**src/rtl/core/icmp_pkg.sv**
```systemverilog
// ----------------------------------------------------------------------------
// ICMP echo responder package
// Shared sizes, verdict codes and controller/datapath interface types.
// ----------------------------------------------------------------------------
package icmp_pkg;

  localparam int MAX_WORDS = 64;
  localparam int ADDR_W    = $clog2(MAX_WORDS);
  localparam int CNT_W     = $clog2(MAX_WORDS + 1);

  localparam logic [2:0] V_REPLY      = 3'd0;
  localparam logic [2:0] V_CSUM_ERR   = 3'd1;
  localparam logic [2:0] V_ECHO_REPLY = 3'd2;
  localparam logic [2:0] V_TIME_EXC   = 3'd3;
  localparam logic [2:0] V_OTHER      = 3'd4;
  localparam logic [2:0] V_TOO_LONG   = 3'd5;

  localparam logic [7:0] T_ECHO_REQ = 8'd8;
  localparam logic [7:0] T_ECHO_REP = 8'd0;
  localparam logic [7:0] T_TIME_EXC = 8'd11;

  typedef struct packed {
    logic load;
    logic fold;
    logic status;
    logic lat;
    logic clear;
  } cmd_t;

  typedef struct packed {
    logic reply;
    logic last;
  } sts_t;

endpackage

```
**src/rtl/core/icmp_ctrl.sv**
```systemverilog
// ----------------------------------------------------------------------------
// ICMP responder controller
// Sequences load, checksum fold, decision and word replay.
// ----------------------------------------------------------------------------
module icmp_ctrl (
  input  logic           clk,
  input  logic           rst_n,
  input  logic           in_valid,
  input  logic           in_last_word,
  output logic           in_ready,
  output logic           out_valid,
  input  logic           out_ready,
  input  icmp_pkg::sts_t sts,
  output icmp_pkg::cmd_t cmd
);

  typedef enum logic [2:0] {
    S_LOAD,
    S_FOLD,
    S_DECIDE,
    S_LAT,
    S_SEND
  } state_t;

  state_t state_r;
  logic   out_valid_r;

  assign in_ready  = (state_r == S_LOAD);
  assign out_valid = out_valid_r;

  always_comb begin
    cmd.load   = (state_r == S_LOAD) && in_valid;
    cmd.fold   = (state_r == S_FOLD);
    cmd.status = (state_r == S_DECIDE) && !sts.reply;
    cmd.lat    = (state_r == S_LAT);
    cmd.clear  = (state_r == S_SEND) && out_ready && sts.last;
  end

  always_ff @(posedge clk) begin
    if (!rst_n) begin
      state_r     <= S_LOAD;
      out_valid_r <= 1'b0;
    end else begin
      unique case (state_r)
        S_LOAD: begin
          if (in_valid && in_last_word) state_r <= S_FOLD;
        end
        S_FOLD: begin
          state_r <= S_DECIDE;
        end
        S_DECIDE: begin
          if (sts.reply) begin
            state_r <= S_LAT;
          end else begin
            state_r     <= S_SEND;
            out_valid_r <= 1'b1;
          end
        end
        S_LAT: begin
          state_r     <= S_SEND;
          out_valid_r <= 1'b1;
        end
        S_SEND: begin
          if (out_ready) begin
            out_valid_r <= 1'b0;
            state_r     <= sts.last ? S_LOAD : S_LAT;
          end
        end
        default: state_r <= S_LOAD;
      endcase
    end
  end

endmodule

```
**config.mk**
```make
export PLATFORM = sky130hd
export DESIGN_NAME = icmp_ctrl
export DESIGN_NICKNAME = d
export VERILOG_FILES = /design/src/rtl/core/icmp_pkg.sv /design/src/rtl/core/icmp_ctrl.sv
export SDC_FILE = /design/constraint.sdc
export NUM_CORES = 1
export LEC_CHECK = 0
export BUFFER_PORTS_ARGS = -buffer_cell sky130_fd_sc_hd__buf_2
export CORE_AREA = 2 2 39 41
export DETAILED_ROUTE_END_ITERATION = 10
export DIE_AREA = 0 0 41 43
export HOLD_SLACK_MARGIN = 0.08
export PLACE_DENSITY_LB_ADDON = 0.08
export RECOVER_POWER = 25
export SYNTH_ARGS = -nofsm -noshare
export SYNTH_HDL_FRONTEND = slang
export SYNTH_SLANG_ARGS = --single-unit
```
**constraint.sdc**
```tcl
create_clock -name clk -period 3.5 [get_ports clk]
set_input_delay 0.7 -clock clk [delete_from_list [all_inputs] [get_ports clk]]
set_output_delay 0.7 -clock clk [all_outputs]
set_load 0.01 [all_outputs]
```
==> results of run 1 <==
kinds of logic (layout without fill, tap and decap cells):
| logic type | after synthesis | in the layout | share of synthesized area [%] |
|---|---|---|---|
| AND/OR/NAND/NOR | 16 | 16 | 44.8 |
| buffers and inverters | 4 | 17 | 8.97 |
| flip-flops | 4 | 4 | 28.7 |
| AO/OA/AOI/OAI | 7 | 7 | 17.5 |
layer usage:
metal,track usage (%),vias up
met4,2.00,0
met3,6.81,0
met5,0,-
li1,-,139
met1,10.6,122
met2,12.5,7
area by class of cell:
cell class | count | area (µm²)
Multi-Input combinational cell | 23 | 174
Tap cell | 16 | 20.0
Timing Repair Buffer | 13 | 63.8
Clock buffer | 3 | 22.5
Inverter | 1 | 3.75
Fill cell | 157 | 1020
Sequential cell | 4 | 80.1
flip-flops by register name (all words and copies together), names as in the netlist:
register   cells
out_valid      1
state_r        3
worst max-delay path by stage:
stage          endpoint  slack [ns]  cells past startpoint
6_report         cmd[0]        1.47                      3
5_1_grt          cmd[0]        1.36                      3
4_1_cts          cmd[0]        1.46                      3
3_5_place_dp     cmd[0]        1.49                      4
3_3_place_gp     cmd[0]        1.49                      4
2_1_floorplan    cmd[0]        1.73                      2
report_power, final:
group          switching, W  total (W)  internal [W]
Clock             0.0000164  0.0000546     0.0000382
Combinational     0.0000126  0.0000280     0.0000154
Sequential       0.00000539  0.0000536     0.0000482
synthesized netlist by cell type, drive strengths merged, types with 2 or more instances:
cell type / number / area, µm²
nor2b: 2 / 12.5
nor3b: 2 / 15.0
and2: 3 / 18.8
a21oi: 4 / 20.0
buf: 3 / 21.3
nand2b: 2 / 12.5
dfxtp: 4 / 80.1
nor3: 2 / 10.0
worst max-delay path, cell delays in order (launching register included):
cell and delay, ns:
dfxtp_1 0.53, and4bb_1 0.29, and2_1 0.16, buf_2 0.13
through the flow:
stage | power [W] | utilization, % | hold WS [ns]
global route | 0.000148 | 26.3 | 0.560
finish | 0.000136 | 26.3 | 0.526
detailed placement | 0.0000830 | 24.8 | 0.516
global placement | 0.0000824 | 24.8 | 0.503
floorplan | 0.0000737 | - | 0.518
CTS | 0.000140 | 26.4 | 0.526
==> impl_metrics.toml, run 1 <==
[outcome]
run_status = "finished clean"

[synth]
ys_async_sr_fraction_pct = 0
synth-edff-count = 0
synth_seq_area_share_pct = 28.7
synth_top_flop_cell = "dfxtp_1"
syn_nets = 38
syn_area_um2 = 279
synth_cells = 31
yosysUniqueCellTypes = 18
yosys_warnings = 0
postSynthAreaPerCell_um2 = 9.00
ys_seq_elements = 4

[global_route]
antenna_found_initial = 0
grt_pass1_vias = 267
globalRouteOverflowTotal = 0
grt_pass1_wl_mm = 1.06
grt_usage_pct = 8.93
grt_max_degree = 11

[route]
route.antenna.remaining_nets = 0
highest_layer = "met3"
drt_iter0_drc = 5
dr_wl_met3_um = 44
wl_per_cell_um = 10.7
vias = 268
routed_wl_um = 640
wl_met2_um = 304
drc = 0
first_pass_iters = 2
viasPerCell = 4.47
wl_met1_um = 291

[placement]
dpl_worst_slack_ns = 1.49
io_buffers = 13
placed_area_um2 = 343
gp_congestion = 0.634
post-dp-hpwl_um = 517
placed_cells_incl_taps = 57

[worst_setup_path]
r2r_start = "state_r[0]"
critPathLaunch = "state_r[0]"
cp.arrival_ns = 1.33
worst_r2r_path_depth = 3
crit_fanout = 10
end_kind = "output port"
r2r_slack_ns = 2.20
startpoint_type = "flop"
crit_type = "flop to output port"
worst_ep_required_time_ns = 2.80
reg2reg_to = "state_r[0]"

[finish]
diodes = 0
layout_commonest_cell = "buf_2"
nets = 53
stdcell_area_um2 = 364
drive_gt1_share_pct = 38.6
layout.cells.non_filler = 60
final_cell_mix = "buf_2, a21oi_1, dfxtp_1, and2_1, clkbuf_4"
area_growth_pct = 30.5

[sta]
setup_violations = 0
fin_setup_tns_ns = 0
hold_violations = 0
finalCritPeriodShare_pct = 58.1
tightest_slew_ns = 0.366
fin_skew_ns = 0.00367
maxSlewViolCount = 0
setup_slack_ns = 1.47
slew_headroom_pct = 75.6
rsz0062_at_grt = "false"
fmax_mhz = 492
fin_crit_ns = 2.03

[die]
dieWidth_um = 41
num_rows = 14
io-pin-count = 14
fp.coreArea_um2 = 1380
die_area_um2 = 1760
floorplan.die.height_um = 43
start_util_pct = 20.2

[clocking]
cts_hold_buf = 0
htreeDepth = 1
postCtsSetupBuffers = 0
clock_path_buffers = 2
clock-sinks = 4
cts_resized = 0
clk_pin_slew_ns = 0.04
clockRootBuffer = "clkbuf_4"
numCtsBuffers = 3
clkLatencyLatePin_ns = 0.23
cts_tree = "done"

[worst_hold_path]
holdPathStages = 2
holdCritStartpoint = "out_valid"
whs_endpoint = "out_valid"
hold_path.class = "flop to flop"

[power]
leakage_nw = 0.163
ir_drop_v = 0.000106
cellPowerDensity_nw_per_um2 = 374

[job]
max_cap_violations = 0
(Power assumes the default switching activity.)
==> inputs of run 2 (changes only) <==
- ABC_AREA: not set -> 1
- clock period: 3.5 -> 1.7 ns (I/O delays scaled with it)
==> run 2 against run 1 <==
Net effect: design area shrank 1.0%; critical endpoint is now cmd[4]; sequential share of layout area increased by 0.23 points; clock power increased by 110%; critical path type unchanged; clock-buffer cell count unchanged; synthesized area decreased by 7.2%; synthesized cell count is 26% higher; hold slack worse by 0.16 ns.
==> impl_metrics.toml, run 2 <==
[clocking]
clkLatencyLatePin_ns = 0.23
htreeDepth = 1
cts_resized = 0
numCtsBuffers = 3
postCtsSetupBuffers = 0
clock_path_buffers = 2
cts_tree = "done"
clockRootBuffer = "clkbuf_4"
clk_pin_slew_ns = 0.04
cts_hold_buf = 0
clock-sinks = 4

[sta]
finalCritPeriodShare_pct = 85.4
hold_violations = 0
fin_skew_ns = 0.00285
rsz0062_at_grt = "false"
tightest_slew_ns = 0.231
setup_violations = 0
fin_setup_tns_ns = 0
slew_headroom_pct = 84.6
fmax_mhz = 689
maxSlewViolCount = 0
fin_crit_ns = 1.45

[synth]
yosysMostFrequentCell = "inv_1"
yosysTopAreaCell = "dfxtp_1"
syn_nets = 46
ys_async_sr_fraction_pct = 0
yosys_warnings = 0
synth_common_cells = "inv_1, nand2_1, nand3_1, nor2_1, dfxtp_1"
synth-edff-count = 0
synth_top_area_share_pct = 30.9
ys_seq_elements = 4
synth_area_leaders = "dfxtp_1, inv_1, nand3_1"
synth_top_flop_cell = "dfxtp_1"
postSynthAreaPerCell_um2 = 6.64
synth_cells = 39
yosysUniqueCellTypes = 15
synth_seq_area_share_pct = 30.9
syn_area_um2 = 259

[die]
io-pin-count = 14
die_area_um2 = 1760
floorplan.die.height_um = 43
fp.coreArea_um2 = 1380
dieWidth_um = 41
num_rows = 14
start_util_pct = 18.7

[global_route]
grt_pass1_wl_mm = 1.03
grt_max_degree = 8
globalRouteOverflowTotal = 0
grt_usage_pct = 8.84
antenna_found_initial = 0
grt_pass1_vias = 273

[worst_setup_path]
critPathSlowestCell = "dfxtp_1"
reg2reg_to = "state_r[1]"
r2r_slack_ns = 0.64
worst_ep_required_time_ns = 1.36
worst_r2r_path_depth = 5
crit_type = "flop to output port"
path_cells = "inv_1 -> nand2_1 -> nor2_1 -> buf_2"
startpoint_type = "flop"
cp.arrival_ns = 1.11
crit_fanout = 7
r2r_start = "state_r[2]"
end_kind = "output port"
slowest_delay_ns = 0.44

[finish]
postLayoutCoreUtil_pct = 26.0
diodes = 0
area_growth_pct = 39.1
nets = 64
drive_gt1_share_pct = 40.0
max_flop_register = "state_r"
layout_commonest_cell = "buf_2"
final_cell_mix = "buf_2, inv_1, nand2_1, nand3_1, nor2_1"
largest_register_ffs = 3

[power]
leakage_nw = 0.199
switchingPower_w = 0.0000999
swShare_pct = 31.4
ir_drop_v = 0.000308
clock_power_share_pct = 36.5
p_int_w = 0.000219
pwr-share-seq_pct = 34.9
cellPowerDensity_nw_per_um2 = 884
power_frac_comb_pct = 28.6

[outcome]
run_status = "finished clean"

[worst_hold_path]
holdCritStartpoint = "rst_n"
whs_endpoint = "out_valid"
holdPathStages = 3
hold_path.class = "primary input to flop"

[placement]
post-dp-hpwl_um = 498
io_buffers = 13
gp_congestion = 0.613

[job]
max_cap_violations = 0

[route]
wl_per_cell_um = 8.45
routed_wl_um = 600
first_pass_iters = 4
viasPerCell = 4.07
drt_iter0_drc = 1
vias = 289
drc = 0
route.antenna.remaining_nets = 0
run 2: changes by cell type in the layout (fill, tap and decap cells not counted), sizes merged, moves of 2 or more:
cell    previous run  this run
inv                1        10
nand2b             2         0
nor2b              2         0
nand2              0         7
nor3b              2         0
nand3              0         6
nor2               1         6
a21oi              4         2
and2               3         0
run 2: cell families after synthesis:
family                 after synthesis  share of synthesized area [%]
and+or+nand+nor                     23                           49.3
buffers and inverters               10                           14.5
DFF                                  4                           30.9
AOI/OAI and AO/OA                    2                           5.31
run 2: through the flow:
stage / hold WS (ns) / total power, W / area [µm²] / cells / worst slack [ns]
2_1_floorplan: 0.476 / 0.000175 / 259 / 39 / 0.473
3_3_place_gp: 0.454 / 0.000209 / 344 / 68 / 0.501
3_5_place_dp: 0.446 / 0.000207 / 344 / 68 / 0.475
4_1_cts: 0.358 / 0.000330 / 367 / 71 / 0.221
5_1_grt: 0.375 / 0.000346 / 360 / 71 / 0.133
6_report: 0.363 / 0.000319 / 360 / 71 / 0.248
run 2: area by class of cell:
type,instances,area [µm²]
Clock buffer,3,22.5
Sequential cell,4,80.1
Multi-Input combinational cell,25,135
Tap cell,16,20.0
Fill cell,181,1020
Inverter,10,37.5
Timing Repair Buffer,13,65.1
run 2: worst max path at each step:
stage,startpoint,to,slack [ns],depth (start not counted)
3_3_place_gp,state_r[1],cmd[2],0.50,3
3_5_place_dp,state_r[1],cmd[2],0.48,3
5_1_grt,state_r[2],in_ready,0.13,4
2_1_floorplan,state_r[1],cmd[2],0.47,2
4_1_cts,state_r[1],cmd[2],0.22,3
6_report,state_r[2],cmd[4],0.25,4
run 2: critical path: cells and delay by family, from the launching register on:
family / cells / cell delay (ns)
buffers and inverters: 2 / 0.27
AND/OR/NAND/NOR: 2 / 0.18
flip-flops: 1 / 0.44
run 2: power groups by stage:
stage	combinational, W	clock, W	sequential (W)
5_1_grt	0.000109	0.000126	0.000112
6_report	0.0000911	0.000116	0.000111
3_5_place_dp	0.0000944	0	0.000113
4_1_cts	0.0000949	0.000124	0.000111
3_3_place_gp	0.0000956	0	0.000113
2_1_floorplan	0.0000624	0	0.000112
run 2: metal layers:
metal / routed length [µm] / vias to the layer above / GRT usage (%)
li1: - / 154 / -
met1: 259 / 128 / 10.6
met2: 301 / 7 / 12.5
met3: 38 / 0 / 1.57
met4: 0 / 0 / 8.00
met5: 0 / - / 0
==> inputs of run 3 (changes only) <==
- BUFFER_PORTS_ARGS: -buffer_cell sky130_fd_sc_hd__buf_2 -> -buffer_cell sky130_fd_sc_hd__clkbuf_2
==> run 3 against run 2 <==
Net effect: sequential power barely moved; clock power barely moved; design area unchanged; wire length grew 2.5%; fmax rose by 0.48%; power rose by 0.74%; critical path type unchanged; critical endpoint unchanged.
==> impl_metrics.toml, run 3 (same netlist as run 2, synthesis figures left out) <==
[sta]
finalCritPeriodShare_pct = 85.0
slew_headroom_pct = 84.4
fin_setup_tns_ns = 0
fmax_mhz = 692
fin_skew_ns = 0.00189
fin_crit_ns = 1.44
maxSlewViolCount = 0
hold_violations = 0
tightest_slew_ns = 0.233
rsz0062_at_grt = "false"
setup_violations = 0
fin_hold_ws_ns = 0.346

[placement]
gp_congestion = 0.614
io_buffers = 13
placed_cells_incl_taps = 68

[job]
max_cap_violations = 0

[route]
drc = 0
drt_iter0_drc = 4
vias = 294
routed_wl_um = 615
wl_per_cell_um = 8.66
viasPerCell = 4.14
first_pass_iters = 2
route.antenna.remaining_nets = 0

[worst_setup_path]
critPathSlowestCell = "dfxtp_1"
cp.arrival_ns = 1.10
path_cells = "inv_1 -> nand2_1 -> nor2_1 -> clkbuf_2"
startpoint_type = "flop"
crit_family = "flip-flops"
end_kind = "output port"
crit_fanout = 7
r2r_start = "state_r[2]"
crit_path_end = "cmd[4]"
critPathLaunch = "state_r[2]"
crit_cells = 4
path_buf_inv = 2
reg2reg_to = "state_r[0]"
r2r_slack_ns = 0.63
worst_r2r_path_depth = 5
worst_ep_required_time_ns = 1.36
slowest_delay_ns = 0.44
crit_type = "flop to output port"

[clocking]
numCtsBuffers = 3
htreeDepth = 1
clkLatencyLatePin_ns = 0.23
cts_tree = "done"
clockRootBuffer = "clkbuf_4"
cts_resized = 0
clk_pin_slew_ns = 0.04
cts_hold_buf = 0
clock-sinks = 4
postCtsSetupBuffers = 0
clock_path_buffers = 2

[power]
cellPowerDensity_nw_per_um2 = 891
ir_drop_v = 0.000309
leakage_nw = 0.197

[global_route]
antenna_found_initial = 0
grt_pass1_wl_um = 993
grt_max_degree = 8
grt_usage_pct = 8.74
grt_pass1_vias = 266
globalRouteOverflowTotal = 0

[finish]
drive_gt1_share_pct = 40.0
postLayoutCoreUtil_pct = 26.0
nets = 64
area_growth_pct = 39.1
layout_commonest_cell = "clkbuf_2"
largest_register_ffs = 3
diodes = 0
layout.cells.non_filler = 71
max_flop_register = "state_r"
final_cell_mix = "clkbuf_2, inv_1, nand2_1, nand3_1, nor2_1"

[die]
dieWidth_um = 41
io-pin-count = 14
fp.coreArea_um2 = 1380
num_rows = 14
die_area_um2 = 1760
start_util_pct = 18.7
floorplan.die.height_um = 43

[outcome]
run_status = "finished clean"

[worst_hold_path]
holdPathStages = 3
holdCritStartpoint = "rst_n"
hold_path.class = "primary input to flop"
==> run 3: cell count changes in the layout (fill, tap and decap cells not counted) <==
cell      previous run  this run
buf_2               13         0
clkbuf_2             0        13
==> run 3: worst register-to-register path, delay by kind of cell (launching register included) <==
| family | cells | cell delay, ns |
|---|---|---|
| simple gates | 4 | 0.39 |
| flops | 1 | 0.44 |
| buf+inv | 1 | 0.14 |
==> run 3: per-stage QoR <==
stage / setup WS (ns) / total power (W) / area (µm²)
after detailed placement: 0.472 / 0.000209 / 344
after CTS: 0.218 / 0.000332 / 367
after global placement: 0.478 / 0.000209 / 344
final: 0.255 / 0.000321 / 360
after global routing: 0.137 / 0.000347 / 360
after floorplan: 0.473 / 0.000175 / 259
==> run 3: worst min path at each step <==
stage               slack (ns)   endpoint
floorplan                 0.48  out_valid
global placement          0.46  out_valid
detailed placement        0.45  out_valid
CTS                       0.34  out_valid
global route              0.36  out_valid
finish                    0.35  out_valid
==> run 3: per-layer routing <==
metal	GRT usage, %	share of wire, %
met5	0	0
met4	10.0	1.3
met3	1.57	6.5
met2	12.5	49
met1	9.35	43
==> run 3: layout make-up <==
type | instances | area [µm²]
clock buffer | 3 | 22.5
multi-input combinational | 25 | 135
timing repair buffer | 13 | 65.1
fill | 183 | 1020
sequential | 4 | 80.1
tap | 16 | 20.0
inverter | 10 | 37.5
==> run 3: power breakdown <==
group	leakage, nW	switching (W)	internal, W
combinational	0.151	0.0000540	0.0000377
clock	0.0138	0.0000392	0.0000790
sequential	0.0325	0.00000911	0.000102
